==> src/design/clefia_pkg.sv <==
// Package for the CLEFIA-128 cipher unit: S-box tables, F-functions,
// constant generator step and shared types. No dependencies.
`timescale 1ns / 1ps
package clefia_pkg;

  localparam logic [15:0] CON_P    = 16'hb7e1;
  localparam logic [15:0] CON_Q    = 16'h243f;
  localparam logic [15:0] CON_POLY = 16'ha830;
  localparam logic [15:0] CON_IV   = 16'h428a;
  localparam int unsigned KEY_ROUNDS = 12;

  typedef enum logic [1:0] {
    ST_KEYNET,
    ST_RKEY,
    ST_READY
  } ks_state_t;

  // Control that the sequencer hands to the GFN4 datapath.
  typedef struct packed {
    logic        load;
    logic        fwd;
    logic        no_swap;
    logic [31:0] rk0;
    logic [31:0] rk1;
  } cell_ctrl_t;

  localparam logic [3:0] SS0 [16] = '{4'he,4'h6,4'hc,4'ha,4'h8,4'h7,4'h2,4'hf,
                                      4'hb,4'h1,4'h4,4'h0,4'h5,4'h9,4'hd,4'h3};
  localparam logic [3:0] SS1 [16] = '{4'h6,4'h4,4'h0,4'hd,4'h2,4'hb,4'ha,4'h3,
                                      4'h9,4'hc,4'he,4'hf,4'h8,4'h7,4'h5,4'h1};
  localparam logic [3:0] SS2 [16] = '{4'hb,4'h8,4'h5,4'he,4'ha,4'h6,4'h4,4'hc,
                                      4'hf,4'h7,4'h2,4'h3,4'h1,4'h0,4'hd,4'h9};
  localparam logic [3:0] SS3 [16] = '{4'ha,4'h2,4'h6,4'hd,4'h3,4'h4,4'h5,4'he,
                                      4'h0,4'h7,4'h8,4'h9,4'hb,4'hf,4'hc,4'h1};

  localparam logic [7:0] SBOX1 [256] = '{
    8'h6c,8'hda,8'hc3,8'he9,8'h4e,8'h9d,8'h0a,8'h3d,8'hb8,8'h36,8'hb4,8'h38,8'h13,8'h34,8'h0c,8'hd9,
    8'hbf,8'h74,8'h94,8'h8f,8'hb7,8'h9c,8'he5,8'hdc,8'h9e,8'h07,8'h49,8'h4f,8'h98,8'h2c,8'hb0,8'h93,
    8'h12,8'heb,8'hcd,8'hb3,8'h92,8'he7,8'h41,8'h60,8'he3,8'h21,8'h27,8'h3b,8'he6,8'h19,8'hd2,8'h0e,
    8'h91,8'h11,8'hc7,8'h3f,8'h2a,8'h8e,8'ha1,8'hbc,8'h2b,8'hc8,8'hc5,8'h0f,8'h5b,8'hf3,8'h87,8'h8b,
    8'hfb,8'hf5,8'hde,8'h20,8'hc6,8'ha7,8'h84,8'hce,8'hd8,8'h65,8'h51,8'hc9,8'ha4,8'hef,8'h43,8'h53,
    8'h25,8'h5d,8'h9b,8'h31,8'he8,8'h3e,8'h0d,8'hd7,8'h80,8'hff,8'h69,8'h8a,8'hba,8'h0b,8'h73,8'h5c,
    8'h6e,8'h54,8'h15,8'h62,8'hf6,8'h35,8'h30,8'h52,8'ha3,8'h16,8'hd3,8'h28,8'h32,8'hfa,8'haa,8'h5e,
    8'hcf,8'hea,8'hed,8'h78,8'h33,8'h58,8'h09,8'h7b,8'h63,8'hc0,8'hc1,8'h46,8'h1e,8'hdf,8'ha9,8'h99,
    8'h55,8'h04,8'hc4,8'h86,8'h39,8'h77,8'h82,8'hec,8'h40,8'h18,8'h90,8'h97,8'h59,8'hdd,8'h83,8'h1f,
    8'h9a,8'h37,8'h06,8'h24,8'h64,8'h7c,8'ha5,8'h56,8'h48,8'h08,8'h85,8'hd0,8'h61,8'h26,8'hca,8'h6f,
    8'h7e,8'h6a,8'hb6,8'h71,8'ha0,8'h70,8'h05,8'hd1,8'h45,8'h8c,8'h23,8'h1c,8'hf0,8'hee,8'h89,8'had,
    8'h7a,8'h4b,8'hc2,8'h2f,8'hdb,8'h5a,8'h4d,8'h76,8'h67,8'h17,8'h2d,8'hf4,8'hcb,8'hb1,8'h4a,8'ha8,
    8'hb5,8'h22,8'h47,8'h3a,8'hd5,8'h10,8'h4c,8'h72,8'hcc,8'h00,8'hf9,8'he0,8'hfd,8'he2,8'hfe,8'hae,
    8'hf8,8'h5f,8'hab,8'hf1,8'h1b,8'h42,8'h81,8'hd6,8'hbe,8'h44,8'h29,8'ha6,8'h57,8'hb9,8'haf,8'hf2,
    8'hd4,8'h75,8'h66,8'hbb,8'h68,8'h9f,8'h50,8'h02,8'h01,8'h3c,8'h7f,8'h8d,8'h1a,8'h88,8'hbd,8'hac,
    8'hf7,8'he4,8'h79,8'h96,8'ha2,8'hfc,8'h6d,8'hb2,8'h6b,8'h03,8'he1,8'h2e,8'h7d,8'h14,8'h95,8'h1d};

  function automatic logic [3:0] nib_x2(input logic [3:0] a);
    nib_x2 = {a[2:0], 1'b0} ^ (a[3] ? 4'h3 : 4'h0);
  endfunction

  function automatic logic [7:0] sb0(input logic [7:0] x);
    logic [3:0] a, b, u0, u1;
    a  = SS0[x[7:4]];
    b  = SS1[x[3:0]];
    u0 = a ^ nib_x2(b);
    u1 = b ^ nib_x2(a);
    sb0 = {SS2[u0], SS3[u1]};
  endfunction

  function automatic logic [7:0] gx2(input logic [7:0] a);
    gx2 = {a[6:0], 1'b0} ^ (a[7] ? 8'h1d : 8'h00);
  endfunction

  function automatic logic [31:0] f0(input logic [31:0] rk, input logic [31:0] x);
    logic [31:0] t;
    logic [7:0] b0, b1, b2, b3;
    t  = rk ^ x;
    b0 = sb0(t[31:24]);
    b1 = SBOX1[t[23:16]];
    b2 = sb0(t[15:8]);
    b3 = SBOX1[t[7:0]];
    f0 = {b0 ^ gx2(b1) ^ gx2(gx2(b2)) ^ gx2(gx2(b3)) ^ gx2(b3),
          gx2(b0) ^ b1 ^ gx2(gx2(b2)) ^ gx2(b2) ^ gx2(gx2(b3)),
          gx2(gx2(b0)) ^ gx2(gx2(b1)) ^ gx2(b1) ^ b2 ^ gx2(b3),
          gx2(gx2(b0)) ^ gx2(b0) ^ gx2(gx2(b1)) ^ gx2(b2) ^ b3};
  endfunction

  function automatic logic [31:0] f1(input logic [31:0] rk, input logic [31:0] x);
    logic [31:0] t;
    logic [7:0] b0, b1, b2, b3;
    t  = rk ^ x;
    b0 = SBOX1[t[31:24]];
    b1 = sb0(t[23:16]);
    b2 = SBOX1[t[15:8]];
    b3 = sb0(t[7:0]);
    f1 = {b0 ^ gx2(gx2(gx2(b1))) ^ gx2(b2) ^ gx2(gx2(gx2(b3))) ^ gx2(b3),
          gx2(gx2(gx2(b0))) ^ b1 ^ gx2(gx2(gx2(b2))) ^ gx2(b2) ^ gx2(b3),
          gx2(b0) ^ gx2(gx2(gx2(b1))) ^ gx2(b1) ^ b2 ^ gx2(gx2(gx2(b3))),
          gx2(gx2(gx2(b0))) ^ gx2(b0) ^ gx2(b1) ^ gx2(gx2(gx2(b2))) ^ b3};
  endfunction

  // Two constant words from the generator value, and the next value.
  function automatic logic [63:0] con_pair(input logic [15:0] t);
    con_pair = {t ^ CON_P, ~{t[14:0], t[15]}, ~t ^ CON_Q, {t[7:0], t[15:8]}};
  endfunction

  function automatic logic [15:0] con_step(input logic [15:0] t);
    logic [15:0] u;
    u = t[0] ? (t ^ CON_POLY) : t;
    con_step = {u[0], u[15:1]};
  endfunction

endpackage

==> src/design/clefia_if.sv <==
// Valid/ready channel interfaces for the CLEFIA-128 cipher unit.
// Depends on nothing.
`timescale 1ns / 1ps
interface clefia_in_if;
  logic        valid;
  logic        ready;
  logic        decrypt;
  logic [63:0] block_high;
  logic [63:0] block_low;
  modport source (output valid, decrypt, block_high, block_low, input ready);
  modport sink (input valid, decrypt, block_high, block_low, output ready);
endinterface

interface clefia_out_if;
  logic        valid;
  logic        ready;
  logic [63:0] result_high;
  logic [63:0] result_low;
  modport source (output valid, result_high, result_low, input ready);
  modport sink (input valid, result_high, result_low, output ready);
endinterface

==> src/design/clefia_cell.sv <==
// One GFN4 round cell: holds one 32-bit word of the state row and hands
// the updated word to its neighbor.
`timescale 1ns / 1ps
module clefia_cell (
  input  logic        clk,
  input  logic        load,
  input  logic        step,
  input  logic [31:0] load_word,
  input  logic [31:0] from_nb,
  output logic [31:0] word
);
  always_ff @(posedge clk) begin
    if (load) begin
      word <= load_word;
    end else if (step) begin
      word <= from_nb;
    end
  end
endmodule

==> src/design/clefia_net.sv <==
// GFN4 datapath: a ring of four word cells with the two F-functions between
// them, one round per cycle while step is high, forward or inverse. Uses clefia_pkg, clefia_cell.
`timescale 1ns / 1ps
module clefia_net (
  input  logic                  clk,
  input  clefia_pkg::cell_ctrl_t ctrl,
  input  logic                  step,
  input  logic [127:0]          load_data,
  output logic [127:0]          state
);
  logic [31:0] w [4];
  logic [31:0] y1, y3;
  logic [31:0] nb [4];

  always_comb begin
    y1 = w[1] ^ clefia_pkg::f0(ctrl.rk0, w[0]);
    y3 = w[3] ^ clefia_pkg::f1(ctrl.rk1, w[2]);
    if (ctrl.no_swap) begin
      nb[0] = w[0]; nb[1] = y1; nb[2] = w[2]; nb[3] = y3;
    end else if (ctrl.fwd) begin
      nb[0] = y1; nb[1] = w[2]; nb[2] = y3; nb[3] = w[0];
    end else begin
      nb[0] = y3; nb[1] = w[0]; nb[2] = y1; nb[3] = w[2];
    end
  end

  for (genvar i = 0; i < 4; i++) begin : g_cell
    clefia_cell u_cell (
      .clk       (clk),
      .load      (ctrl.load),
      .step      (step),
      .load_word (load_data[127-32*i -: 32]),
      .from_nb   (nb[i]),
      .word      (w[i])
    );
  end

  assign state = {w[0], w[1], w[2], w[3]};
endmodule

==> src/design/clefia128_block_cipher_unit.sv <==
// CLEFIA-128 cipher unit. Each block passes through load, ROUNDS rounds on the single
// ring and capture; a new block is accepted only after the last one is captured.
// A result waiting at the output holds the ring at capture.
// Reset (synchronous, active high) clears the key and starts the schedule: a load
// cycle, 12 key rounds and ceil(ROUNDS/2) round-key steps, during which no block is
// accepted. A key write restarts the same schedule.
`timescale 1ns / 1ps
module clefia128_block_cipher_unit #(
  parameter int ROUNDS = 18
) (
  input  logic               clk,
  input  logic               rst,
  input  logic               psel,
  input  logic               penable,
  input  logic               pwrite,
  input  logic [3:0]         paddr,
  input  logic [63:0]        pwdata,
  output logic [63:0]        prdata,
  output logic               pready,
  clefia_in_if.sink          in_ch,
  clefia_out_if.source       out_ch
);
  localparam int RK_WORDS = 2 * ROUNDS;
  localparam int KS_STEPS = (RK_WORDS + 3) / 4;
  localparam int RW = $clog2(ROUNDS + 2);
  localparam int KW = $clog2(KS_STEPS + 1);
  localparam int RKW = $clog2(2 * KS_STEPS);
  localparam logic [3:0] ADDR_KEY_HIGH = 4'h0;
  localparam logic [3:0] ADDR_KEY_LOW  = 4'h8;

  logic [63:0] key_high, key_low;
  // One entry per round: the F0 key in the upper word, the F1 key in the lower.
  logic [63:0] rk_mem [2 * KS_STEPS];
  logic [15:0] con_t, con_t1;
  logic [63:0] cp, cp1;
  logic [RW-1:0] rnd, ri;
  logic [KW-1:0] ks_cnt;
  logic [127:0] lval, lbase, lx;
  logic busy, res_valid, dec, cap;
  logic [127:0] res;
  logic [127:0] net_state, load_data;
  logic step;
  logic wr, key_wr;
  clefia_pkg::ks_state_t st, st_next;
  clefia_pkg::cell_ctrl_t ctrl;
  logic [RKW-1:0] ra;

  assign pready = 1'b1;
  assign wr = psel && penable && pwrite;
  always_comb begin
    case (paddr)
      ADDR_KEY_HIGH: prdata = key_high;
      ADDR_KEY_LOW:  prdata = key_low;
      default:       prdata = 64'h0;
    endcase
  end

  always_ff @(posedge clk) begin
    if (rst) begin
      key_high <= 64'h0;
      key_low  <= 64'h0;
    end else if (wr && paddr == ADDR_KEY_HIGH) begin
      key_high <= pwdata;
    end else if (wr && paddr == ADDR_KEY_LOW) begin
      key_low <= pwdata;
    end
  end

  assign key_wr = wr && (paddr == ADDR_KEY_HIGH || paddr == ADDR_KEY_LOW);

  // Schedule sequencer.
  always_ff @(posedge clk) begin
    if (rst || key_wr) begin
      st <= clefia_pkg::ST_KEYNET;
    end else begin
      st <= st_next;
    end
  end

  always_comb begin
    st_next = st;
    case (st)
      clefia_pkg::ST_KEYNET:
        if (rnd == RW'(clefia_pkg::KEY_ROUNDS)) st_next = clefia_pkg::ST_RKEY;
      clefia_pkg::ST_RKEY:
        if (ks_cnt == KW'(KS_STEPS - 1)) st_next = clefia_pkg::ST_READY;
      default: st_next = st;
    endcase
  end

  // The constants are consumed in generator order: one pair per key round,
  // then two pairs per round-key step.
  assign con_t1 = clefia_pkg::con_step(con_t);
  assign cp  = clefia_pkg::con_pair(con_t);
  assign cp1 = clefia_pkg::con_pair(con_t1);

  always_ff @(posedge clk) begin
    if (rst || key_wr) begin
      con_t <= clefia_pkg::CON_IV;
    end else if (st == clefia_pkg::ST_KEYNET && rnd != '0) begin
      con_t <= con_t1;
    end else if (st == clefia_pkg::ST_RKEY) begin
      con_t <= clefia_pkg::con_step(con_t1);
    end
  end

  // Round counter: rnd 0 is the load cycle, then rounds 1..N, then the
  // capture cycle N+1.
  always_ff @(posedge clk) begin
    if (rst || key_wr) begin
      rnd  <= '0;
      busy <= 1'b0;
    end else if (st == clefia_pkg::ST_KEYNET) begin
      rnd <= rnd + 1'b1;
    end else if (st == clefia_pkg::ST_RKEY) begin
      rnd <= '0;
    end else if (in_ch.valid && in_ch.ready) begin
      busy <= 1'b1;
      rnd  <= RW'(1);
    end else if (busy) begin
      if (rnd != RW'(ROUNDS + 1)) begin
        rnd <= rnd + 1'b1;
      end else if (cap) begin
        busy <= 1'b0;
        rnd  <= '0;
      end
    end
  end

  always_ff @(posedge clk) begin
    if (in_ch.valid && in_ch.ready) dec <= in_ch.decrypt;
  end

  // Round key selection for round rnd (1-based).
  assign ri = dec ? RW'(ROUNDS) - rnd : rnd - 1'b1;
  assign ra = RKW'(ri);

  always_comb begin
    ctrl = '0;
    step = 1'b0;
    load_data = {key_high, key_low};
    if (st == clefia_pkg::ST_KEYNET) begin
      ctrl.fwd = 1'b1;
      if (rnd == '0) begin
        ctrl.load = 1'b1;
      end else begin
        step = 1'b1;
        ctrl.rk0 = cp[63:32];
        ctrl.rk1 = cp[31:0];
        ctrl.no_swap = (rnd == RW'(clefia_pkg::KEY_ROUNDS));
      end
    end else if (in_ch.valid && in_ch.ready) begin
      ctrl.load = 1'b1;
      if (in_ch.decrypt) begin
        load_data = {in_ch.block_high[63:32], in_ch.block_high[31:0] ^ key_low[63:32],
                     in_ch.block_low[63:32], in_ch.block_low[31:0] ^ key_low[31:0]};
      end else begin
        load_data = {in_ch.block_high[63:32], in_ch.block_high[31:0] ^ key_high[63:32],
                     in_ch.block_low[63:32], in_ch.block_low[31:0] ^ key_high[31:0]};
      end
    end else if (busy && rnd != RW'(ROUNDS + 1)) begin
      step = 1'b1;
      ctrl.fwd = !dec;
      ctrl.rk0 = rk_mem[ra][63:32];
      ctrl.rk1 = rk_mem[ra][31:0];
      ctrl.no_swap = (rnd == RW'(ROUNDS));
    end
  end

  clefia_net u_net (
    .clk       (clk),
    .ctrl      (ctrl),
    .step      (step),
    .load_data (load_data),
    .state     (net_state)
  );

  // Round key generation, one step of four words per cycle. The first step
  // takes L straight from the ring.
  always_comb begin
    lbase = (ks_cnt == '0) ? net_state : lval;
    lx = lbase ^ {cp, cp1};
    if (ks_cnt[0]) lx = lx ^ {key_high, key_low};
  end

  always_ff @(posedge clk) begin
    if (rst || key_wr) begin
      ks_cnt <= '0;
    end else if (st == clefia_pkg::ST_RKEY) begin
      ks_cnt <= ks_cnt + 1'b1;
    end
  end

  always_ff @(posedge clk) begin
    if (st == clefia_pkg::ST_RKEY) begin
      lval <= {lbase[120:64], lbase[6:0], lbase[127:121], lbase[63:7]};
      rk_mem[RKW'({ks_cnt, 1'b0})] <= lx[127:64];
      rk_mem[RKW'({ks_cnt, 1'b1})] <= lx[63:0];
    end
  end

  // Output register.
  assign cap = busy && (rnd == RW'(ROUNDS + 1)) && (!res_valid || out_ch.ready);

  always_ff @(posedge clk) begin
    if (rst || key_wr) begin
      res_valid <= 1'b0;
    end else if (cap) begin
      res_valid <= 1'b1;
    end else if (out_ch.ready) begin
      res_valid <= 1'b0;
    end
  end

  always_ff @(posedge clk) begin
    if (cap) begin
      if (dec) begin
        res <= {net_state[127:96], net_state[95:64] ^ key_high[63:32], net_state[63:32],
                net_state[31:0] ^ key_high[31:0]};
      end else begin
        res <= {net_state[127:96], net_state[95:64] ^ key_low[63:32], net_state[63:32],
                net_state[31:0] ^ key_low[31:0]};
      end
    end
  end

  assign in_ch.ready = (st == clefia_pkg::ST_READY) && !busy;
  assign out_ch.valid = res_valid;
  assign out_ch.result_high = res[127:64];
  assign out_ch.result_low = res[63:0];

`ifndef SYNTHESIS
  a_no_accept_busy: assert property (@(posedge clk) disable iff (rst)
    busy |-> !in_ch.ready) else $error("input taken while rounds run");
  a_result_after_rounds: assert property (@(posedge clk) disable iff (rst)
    $rose(res_valid) |-> $past(busy)) else $error("result without rounds");
  a_ready_needs_keys: assert property (@(posedge clk) disable iff (rst)
    in_ch.ready |-> st == clefia_pkg::ST_READY) else $error("ready before schedule");
  a_result_held: assert property (@(posedge clk) disable iff (rst)
    out_ch.valid && !out_ch.ready |=> out_ch.valid && $stable(out_ch.result_high)
    && $stable(out_ch.result_low)) else $error("waiting result changed");
`endif
endmodule
==> src/flat_wrapper.sv <==
// flat-port wrapper written by rule: the top's interface ports become plain ports
module clefia128_block_cipher_unit_flat 
#(
  parameter int ROUNDS = 18
)
  (clk, rst, psel, penable, pwrite, paddr, pwdata, prdata, pready, in_ch_valid, in_ch_decrypt, in_ch_block_high, in_ch_block_low, in_ch_ready, out_ch_valid, out_ch_result_high, out_ch_result_low, out_ch_ready);
  clefia_in_if in_ch_i ();
  clefia_out_if out_ch_i ();
  input  logic clk;
  input  logic rst;
  input  logic psel;
  input  logic penable;
  input  logic pwrite;
  input  logic [3:0] paddr;
  input  logic [63:0] pwdata;
  output logic [63:0] prdata;
  output logic pready;
  input wire logic [$bits(in_ch_i.valid)-1:0] in_ch_valid;
  input wire logic [$bits(in_ch_i.decrypt)-1:0] in_ch_decrypt;
  input wire logic [$bits(in_ch_i.block_high)-1:0] in_ch_block_high;
  input wire logic [$bits(in_ch_i.block_low)-1:0] in_ch_block_low;
  output wire logic [$bits(in_ch_i.ready)-1:0] in_ch_ready;
  output wire logic [$bits(out_ch_i.valid)-1:0] out_ch_valid;
  output wire logic [$bits(out_ch_i.result_high)-1:0] out_ch_result_high;
  output wire logic [$bits(out_ch_i.result_low)-1:0] out_ch_result_low;
  input wire logic [$bits(out_ch_i.ready)-1:0] out_ch_ready;
  assign in_ch_i.valid = in_ch_valid;
  assign in_ch_i.decrypt = in_ch_decrypt;
  assign in_ch_i.block_high = in_ch_block_high;
  assign in_ch_i.block_low = in_ch_block_low;
  assign in_ch_ready = in_ch_i.ready;
  assign out_ch_valid = out_ch_i.valid;
  assign out_ch_result_high = out_ch_i.result_high;
  assign out_ch_result_low = out_ch_i.result_low;
  assign out_ch_i.ready = out_ch_ready;
  clefia128_block_cipher_unit #(.ROUNDS(ROUNDS)) u_core (.clk(clk), .rst(rst), .psel(psel), .penable(penable), .pwrite(pwrite), .paddr(paddr), .pwdata(pwdata), .prdata(prdata), .pready(pready), .in_ch(in_ch_i), .out_ch(out_ch_i));
endmodule
==> config.mk <==
export PLATFORM = sky130hd
export DESIGN_NAME = clefia128_block_cipher_unit_flat
export DESIGN_NICKNAME = d
export VERILOG_FILES = /design/src/design/clefia_pkg.sv /design/src/design/clefia_if.sv /design/src/design/clefia_cell.sv /design/src/design/clefia_net.sv /design/src/design/clefia128_block_cipher_unit.sv /design/src/flat_wrapper.sv
export SDC_FILE = /design/constraint.sdc
export NUM_CORES = 2
export LEC_CHECK = 0
export BUFFER_PORTS_ARGS = -buffer_cell sky130_fd_sc_hd__buf_2
export CAP_MARGIN = 20
export CELL_PAD_IN_SITES_DETAIL_PLACEMENT = 1
export CELL_PAD_IN_SITES_GLOBAL_PLACEMENT = 1
export CORE_MARGIN = 8
export CORE_UTILIZATION = 30
export CTS_CLUSTER_SIZE = 24
export DETAILED_ROUTE_END_ITERATION = 10
export PLACE_DENSITY = 0.51
export SETUP_SLACK_MARGIN = 0.5
export SYNTH_ARGS = -nofsm -noshare
export SYNTH_HDL_FRONTEND = slang
export SYNTH_SLANG_ARGS = --single-unit
==> constraint.sdc <==
create_clock -name clk -period 11.4 [get_ports clk]
set_input_delay 0.57 -clock clk [delete_from_list [all_inputs] [get_ports clk]]
set_output_delay 0.57 -clock clk [all_outputs]
set_load 0.1 [all_outputs]
After elaboration in Yosys (flattened, before gate mapping)
Memory sizes are Yosys's and may differ from the RTL's.
Cells that the tools add are included.

cells by class
  bitwise operators = 115
  shifts and indexed selects = 0
  eq/ne operators = 11
  div/mod/pow operators = 0
  reduce and logical (&&, ||, !) cells = 33
  $lt $le $gt $ge = 20
  multiplexer cells = 117
  add/subtract/negate cells = 4
  multiply operators = 0

operators with widths
  cell                                                      number
  2-to-1 mux 128 bit                                        6
  bitwise XOR 32 bit                                        12
  2-to-1 mux 32 bit                                         8
  bitwise XOR 128 bit                                       2
  bitwise XOR 8 bit                                         32
  2-to-1 mux 96 bit                                         2
  bitwise XOR 8 x 5 -> 8 bit                                20
  2-to-1 mux 5 bit                                          27
  2-to-1 mux 66 bit                                         2
  2-to-1 mux 4 bit                                          32
  one-hot mux 64 bit (2 select lines)                       1
  greater-or-equal comparator 5 bit, second input constant  16
  inverter 4 -> 5 bit                                       16
  2-to-1 mux 67 bit                                         1
  2-to-1 mux 65 bit                                         1
  2-to-1 mux 16 bit                                         4
  2-to-1 mux 8 bit                                          8
  inverter 16 bit                                           4
  greater-or-equal comparator 9 bit, second input constant  4
  inverter 8 -> 9 bit                                       4
  bitwise XOR 4 x 2 -> 4 bit                                8
  bitwise XOR 4 bit                                         8
  2-to-1 mux 2 bit                                          10
  inverter 10 bit                                           2
  27 further kinds                                          70

word-level totals
  memories kept = 21
  memory bits (writable) = 1152
  flip-flop bits (word level) = 542
  input port bits = 204
  latch bits = 0
  memory bits (read-only) = 9216
  logic and storage cells = 336
  output and inout port bits = 195

memories
  memory            words  bits a word  read ports  clocked after Yosys merged registers in  wr ports  line                               text
  (name not given)  256    8            1           0                                        0         clefia_pkg.sv:91                   b2 = SBOX1[t[15:8]];
  (name not given)  256    8            1           0                                        0         clefia_pkg.sv:89                   b0 = SBOX1[t[31:24]];
  (name not given)  256    8            1           0                                        0         clefia_pkg.sv:78                   b3 = SBOX1[t[7:0]];
  (name not given)  256    8            1           0                                        0         clefia_pkg.sv:76                   b1 = SBOX1[t[23:16]];
  u_core.rk_mem     18     64           1           0                                        2         clefia128_block_cipher_unit.sv:33  logic [63:0] rk_mem [2 * KS_STEPS];
  (name not given)  16     4            1           0                                        0         clefia_pkg.sv:64                   sb0 = {SS2[u0], SS3[u1]};
  15 more memories  n/a    n/a          n/a         n/a                                      n/a       n/a

Depth between registers and ports, before layout
An unclocked memory read counts as a cell.

  depth after elaboration = 33
  gate-level depth with buffers = 37

By module
A second synthesis with hierarchy kept.

unflattened totals
  cells, all modules = 8956
  area, all modules = 96781.6 um2

by module, submodules not included
  module                       cells an instance  sequential area each (um2)  times used  area an instance (um2)
  clefia128_block_cipher_unit  5290               45453.6                     1           67778.8
  clefia_net                   3390               0.0                         1           22972.0
  clefia_cell                  69                 960.9                       4           1507.7

Worst setup path before layout
Ideal clock, no wire load.

  kind = register -> register
  start point = register u_core.ks_cnt[0]
  end point = memory u_core.rk_mem[16][0] (enable)
  data required time = 10.624 ns
  clock period less this slack = 10.672 ns
  cell stages (with the launch flop) = 8
  path slack = 0.728 ns
  arrival = 9.896 ns
  buffers on the path = 3
  path through = dfxtp_1 -> clkbuf_1 -> clkbuf_1 -> clkbuf_1 -> inv_1 -> ha_1 -> nand2_1 -> nor3_1

RTL lines
  element                   line                                text
  start: declaration        clefia128_block_cipher_unit.sv:37   logic [KW-1:0] ks_cnt;
  start signal: assignment  clefia128_block_cipher_unit.sv:190  ks_cnt <= ks_cnt + 1'b1;
  end: declaration          clefia128_block_cipher_unit.sv:33

Worst setup path in the final report
  start point = register u_core.dec
  end point = register u_core.u_net.g_cell[2].u_cell.word[10] (data pin)

on the way
  word-level cells in the longest chain between the ends = 30
  elaborated cells on any way between the ends = 133
  those cells by class = mux (59); bitwise (54); reduce/logical (1); memory (19)

ends and longest elaborated chain
  element                                                                line                                text
  start: declaration                                                     clefia128_block_cipher_unit.sv:39   logic busy, res_valid, dec, cap;
  start signal: assignment                                               clefia128_block_cipher_unit.sv:131  if (in_ch.valid && in_ch.ready) dec <= in_ch.decrypt;
  2-to-1 mux 5 bit                                                       clefia128_block_cipher_unit.sv:135  assign ri = dec ? RW'(ROUNDS) - rnd : rnd - 1'b1;
  memory read (18 x 64 bit)                                              n/a
  2-to-1 mux 66 bit (*)                                                  clefia128_block_cipher_unit.sv:161  end else if (busy && rnd != RW'(ROUNDS + 1)) begin
  2-to-1 mux 66 bit (*)                                                  clefia128_block_cipher_unit.sv:152  end else if (in_ch.valid && in_ch.ready) begin
  2-to-1 mux 67 bit (*)                                                  clefia128_block_cipher_unit.sv:142  if (st == clefia_pkg::ST_KEYNET) begin
  bitwise XOR 32 bit                                                     clefia_pkg.sv:88                    t = rk ^ x;
  inverter 4 -> 5 bit (implied by the code)                              clefia_pkg.sv:61                    b = SS1[x[3:0]];
  memory read (16 x 4 bit)                                               n/a
  [... 11 more ...]                                                      n/a
  bitwise XOR 8 x 5 -> 8 bit / 2-to-1 mux 5 bit (equally long branches)  clefia_pkg.sv:68                    gx2 = {a[6:0], 1'b0} ^ (a[7] ? 8'h1d : 8'h00);
  bitwise XOR 8 x 5 -> 8 bit                                             clefia_pkg.sv:68
  bitwise XOR 8 bit (4 in a row)                                         clefia_pkg.sv:95                    gx2(b0) ^ gx2(gx2(gx2(b1))) ^ gx2(b1) ^ b2 ^ gx2(gx2(gx2(b3))),
  bitwise XOR 32 bit                                                     clefia_net.sv:17                    y3 = w[3] ^ clefia_pkg::f1(ctrl.rk1, w[2]);
  2-to-1 mux 128 bit (*)                                                 clefia_net.sv:20                    end else if (ctrl.fwd) begin
  2-to-1 mux 128 bit (*)                                                 clefia_net.sv:18                    if (ctrl.no_swap) begin
  2-to-1 mux 32 bit (*)                                                  clefia_cell.sv:15                   end else if (step) begin
  2-to-1 mux 32 bit (*)                                                  clefia_cell.sv:13                   if (load) begin
  end signal: assignment                                                 clefia_cell.sv:14                   word <= load_word;
  end signal: assignment                                                 clefia_cell.sv:16                   word <= from_nb;
  end: declaration                                                       clefia_cell.sv:10                   output logic [31:0] word

Every way passes the cells marked *; elsewhere a longest branch is shown, timed or not. The select of a mux whose other input is x is not followed.
A chain may end at the register's enable or synchronous reset.

==> flow_metrics.py <==
metrics = {
    "run_status": {
        "status": "completed",
    },
    "global_routing": {
        "grt_overflow": 0,
        "antenna_found_initial": 52,
        "grt_pass1_wl_um": 695400,
        "grt_max_degree": 119,
        "grt_pass1_vias": 79601,
        "grt_usage_pct": 28.93,
    },
    "min_path": {
        "holdPathStages": 3,
        "hp-start": "in_ch_block_low[41]",
        "hp-class": "input port to flop",
    },
    "floorplanning": {
        "initial_core_util_pct": 30.12,
        "rows": 208,
        "die_area_um2": 340600,
        "ios": 399,
        "core_area_um2": 320900,
        "fp.dieW_um": 583.6,
        "die_h_um": 583.6,
    },
    "cts": {
        "ctsLongestPathBuffers": 4,
        "cts_tree": "yes",
        "cts-root-buf": "clkbuf_16",
        "path_clk_slew_ns": 0.06,
        "cts_made_buffers": 202,
        "post_cts_buffers": 0,
        "worstSkewPairLatency_ns": 0.92,
        "hold_buffers": 61,
        "cts_resized": 0,
        "htree_levels": 4,
        "clock-sinks": 1694,
    },
    "logic_synthesis": {
        "synth-seq-cells": 1694,
        "synth_edf_count": 1537,
        "ys_warn_count": 0,
        "async_flop_share_pct": 0,
        "netlist_area_um2": 96670,
        "ys_seq_area_share_pct": 51.00,
        "syn-num-nets": 8994,
        "ys_types": 128,
        "syn_avg_cell_area_um2": 11.16,
        "synthesis.instances": 8662,
        "synth_top_flop_cell": "edfxtp_1",
    },
    "timing": {
        "setup_violations": 0,
        "hold_viol": 0,
        "rsz0062_at_grt": "no",
        "period_share_pct": 89.06,
        "fmax_mhz": 98.49,
        "period_minus_slack_ns": 10.15,
        "worst_pin_slew_ns": 1.213,
        "fin_setup_tns_ns": 0,
        "worst_clock_skew_ns": 0.06277,
        "drv_slew": 0,
        "relSlewSlack_pct": 18.55,
    },
    "run": {
        "max-cap-violations": 0,
    },
    "critical_path": {
        "cp_data_arrival_time_ns": 10.85,
        "cp_max_fo": 42,
        "crit_start": "u_core.dec$_DFFE_PP_",
        "r2r_cells": 22,
        "critPathRequiredTime_ns": 12.09,
        "startpoint_type": "flop",
        "cp-end-kind": "flop",
        "r2r_slack_ns": 1.25,
        "cp_slowest_stage_delay_ns": 0.79,
        "path_cells": "buf_4 -> xor2_4 -> buf_12 -> mux4_2 -> nand2_1 -> a41o_1 -> xor2_2 -> inv_1 -> buf_4 -> ha_1 -> inv_1 -> ha_1 -> nand2_1 -> a21boi_0 -> o211a_1 -> a2111oi_0 -> a22oi_1 -> xnor2_1 -> xnor3_1 -> xnor2_1 -> a21oi_1 -> o22ai_1",
        "worstSetupPathType": "flop to flop",
        "r2r-start": "u_core.dec$_DFFE_PP_",
        "cp_slowest_cell": "edfxtp_1",
    },
    "cells_and_area": {
        "nFillCells": 34941,
        "area_growth_pct": 16.22,
        "drive_above_1_share_pct": 17.56,
        "nNetsFinal": 9434,
    },
    "detailed_routing": {
        "drtIter0Drc": 10911,
        "drtPass1Iterations": 5,
        "final_antenna_net_count": 0,
        "num_vias": 81340,
        "routedWlPerCell_um": 37.95,
        "via_per_inst": 5.987,
        "remaining_drc_errors": 0,
        "drt-total-wl_um": 515600,
    },
    "place": {
        "port_buffers": 397,
        "place_congestion": 0.9678,
        "hpwl_um": 371700,
    },
}
[cell families after synthesis]
| family | share of synthesized area (%) |
|---|---|
| xor+xnor | 7.776 |
| fa+ha+maj | 1.667 |
| flops | 51.00 |
| mux | 10.53 |
| compound gates | 14.45 |
| simple gates | 10.85 |
| buf+inv | 3.724 |
| other cells | 0.003879 |
[critical path, delay by kind of cell, from the launching register on]
kind / cells / cell delay (ns)
muxes: 1 / 0.37
buffers and inverters: 5 / 2.41
AOI/OAI and AO/OA: 7 / 2.27
DFF: 1 / 0.79
and+or+nand+nor: 2 / 0.32
xor gates and xnor gates: 5 / 2.69
adders and majority gates: 2 / 1.05
[per-layer routing]
layer / vias to the layer above / GRT usage, % / share of wire, %
met3: 793 / 5.359 / 8.5
met4: 10 / 11.26 / 4.7
met5: - / 0 / 0.013
li1: 33287 / - / -
met1: 42936 / 40.28 / 43
met2: 4314 / 44.57 / 44
[sequential cells by signal, indices dropped and copies added, names as in the netlist, 4 cells and up]
| register | cells |
|---|---|
| u_core.key_low | 64 |
| u_core.con_t | 16 |
| u_core.key_high | 64 |
| u_core.u_net.g_cell.u_cell.word | 128 |
| u_core.ks_cnt | 4 |
| u_core.lval | 128 |
| u_core.rnd | 5 |
| u_core.res | 128 |
| u_core.rk_mem | 1152 |
[placed cells by master (no fill, tap or decap), types with 23 or more instances in the layout]
master / n
o211ai_1: 92
clkbuf_1: 49
o31ai_1: 38
a221o_1: 68
dlygate4sd3_1: 61
nand2b_1: 76
and3_1: 23
a221oi_1: 43
dfxtp_1: 155
nand4_1: 35
nand2_1: 1518
xnor2_2: 51
a21oi_1: 677
edfxtp_1: 1537
nand3_1: 156
o21ai_0: 381
xor2_1: 179
buf_2: 394
o22ai_1: 81
clkinv_1: 24
clkbuf_16: 207
xnor2_1: 500
a211oi_1: 77
mux2_2: 40
inv_1: 83
a311oi_1: 36
o311ai_0: 34
mux2i_1: 453
buf_4: 415
o221ai_1: 91
mux4_2: 216
o2111ai_1: 23
ha_1: 127
nor3_1: 117
a2111oi_0: 25
clkinv_2: 29
nor2_1: 410
a31oi_1: 73
[stage by stage]
step           setup slack, ns  hold slack (ns)  instance area [um^2]  utilization, %  cells
2_1_floorplan           0.7278           0.4244                 96670               -   8662
3_3_place_gp             1.564           0.4575                104700           32.63  13113
3_5_place_dp             1.602           0.4665                104800           32.67  13129
4_1_cts                  1.548          0.05894                112200           34.96  13560
5_1_grt                  1.100          0.08692                112300           35.00  13575
6_report                 1.247           0.1014                112300           35.01  13586
[path summary, 6_finish.rpt]
check / end
max: u_core.u_net.g_cell[2].u_cell.word[10]$_DFFE_PP_
min: u_core.u_net.g_cell[2].u_cell.word[9]$_DFFE_PP_
max reg2reg: u_core.u_net.g_cell[2].u_cell.word[10]$_DFFE_PP_
min reg2reg: u_core.res[37]$_DFFE_PP_
[cell usage after synthesis (all sizes together) (47+ instances only)]
| cell | number | area, um^2 |
|---|---|---|
| a31oi | 75 | 484.2 |
| a221o | 68 | 680.7 |
| xnor2 | 559 | 5151 |
| nor2 | 427 | 1625 |
| o211ai | 96 | 749.5 |
| nand2b | 76 | 475.5 |
| clkbuf | 303 | 1141 |
| a221oi | 47 | 459.2 |
| xor2 | 209 | 2003 |
| o221ai | 95 | 857.1 |
| nand2 | 1526 | 5733 |
| o21ai | 400 | 2006 |
| dfxtp | 157 | 3143 |
| inv | 96 | 360.3 |
| a211oi | 91 | 770.7 |
| o22ai | 84 | 544.3 |
| ha | 128 | 1602 |
| nor3 | 121 | 621.9 |
| mux2i | 461 | 4671 |
| edfxtp | 1537 | 46150 |
| buf | 347 | 2091 |
| a21oi | 686 | 3478 |
| mux4 | 221 | 4996 |
| nand3 | 159 | 800.8 |
[final cells by class]
type | instances | area, um^2 | share of cell area, %
clock inverter | 106 | 1272 | 1.133
tap | 4305 | 5386 | 4.795
antenna | 13 | 32.53 | 0.02896
inverter | 98 | 386.6 | 0.3441
clock buffer | 264 | 5474 | 4.873
timing repair buffer | 886 | 5983 | 5.326
multi-input combinational | 6220 | 44500 | 39.61
sequential | 1694 | 49300 | 43.89
Power is left out: the tool's default activity adds up to more than one toggle a clock period on the data nets, which glitch-free logic cannot reach.
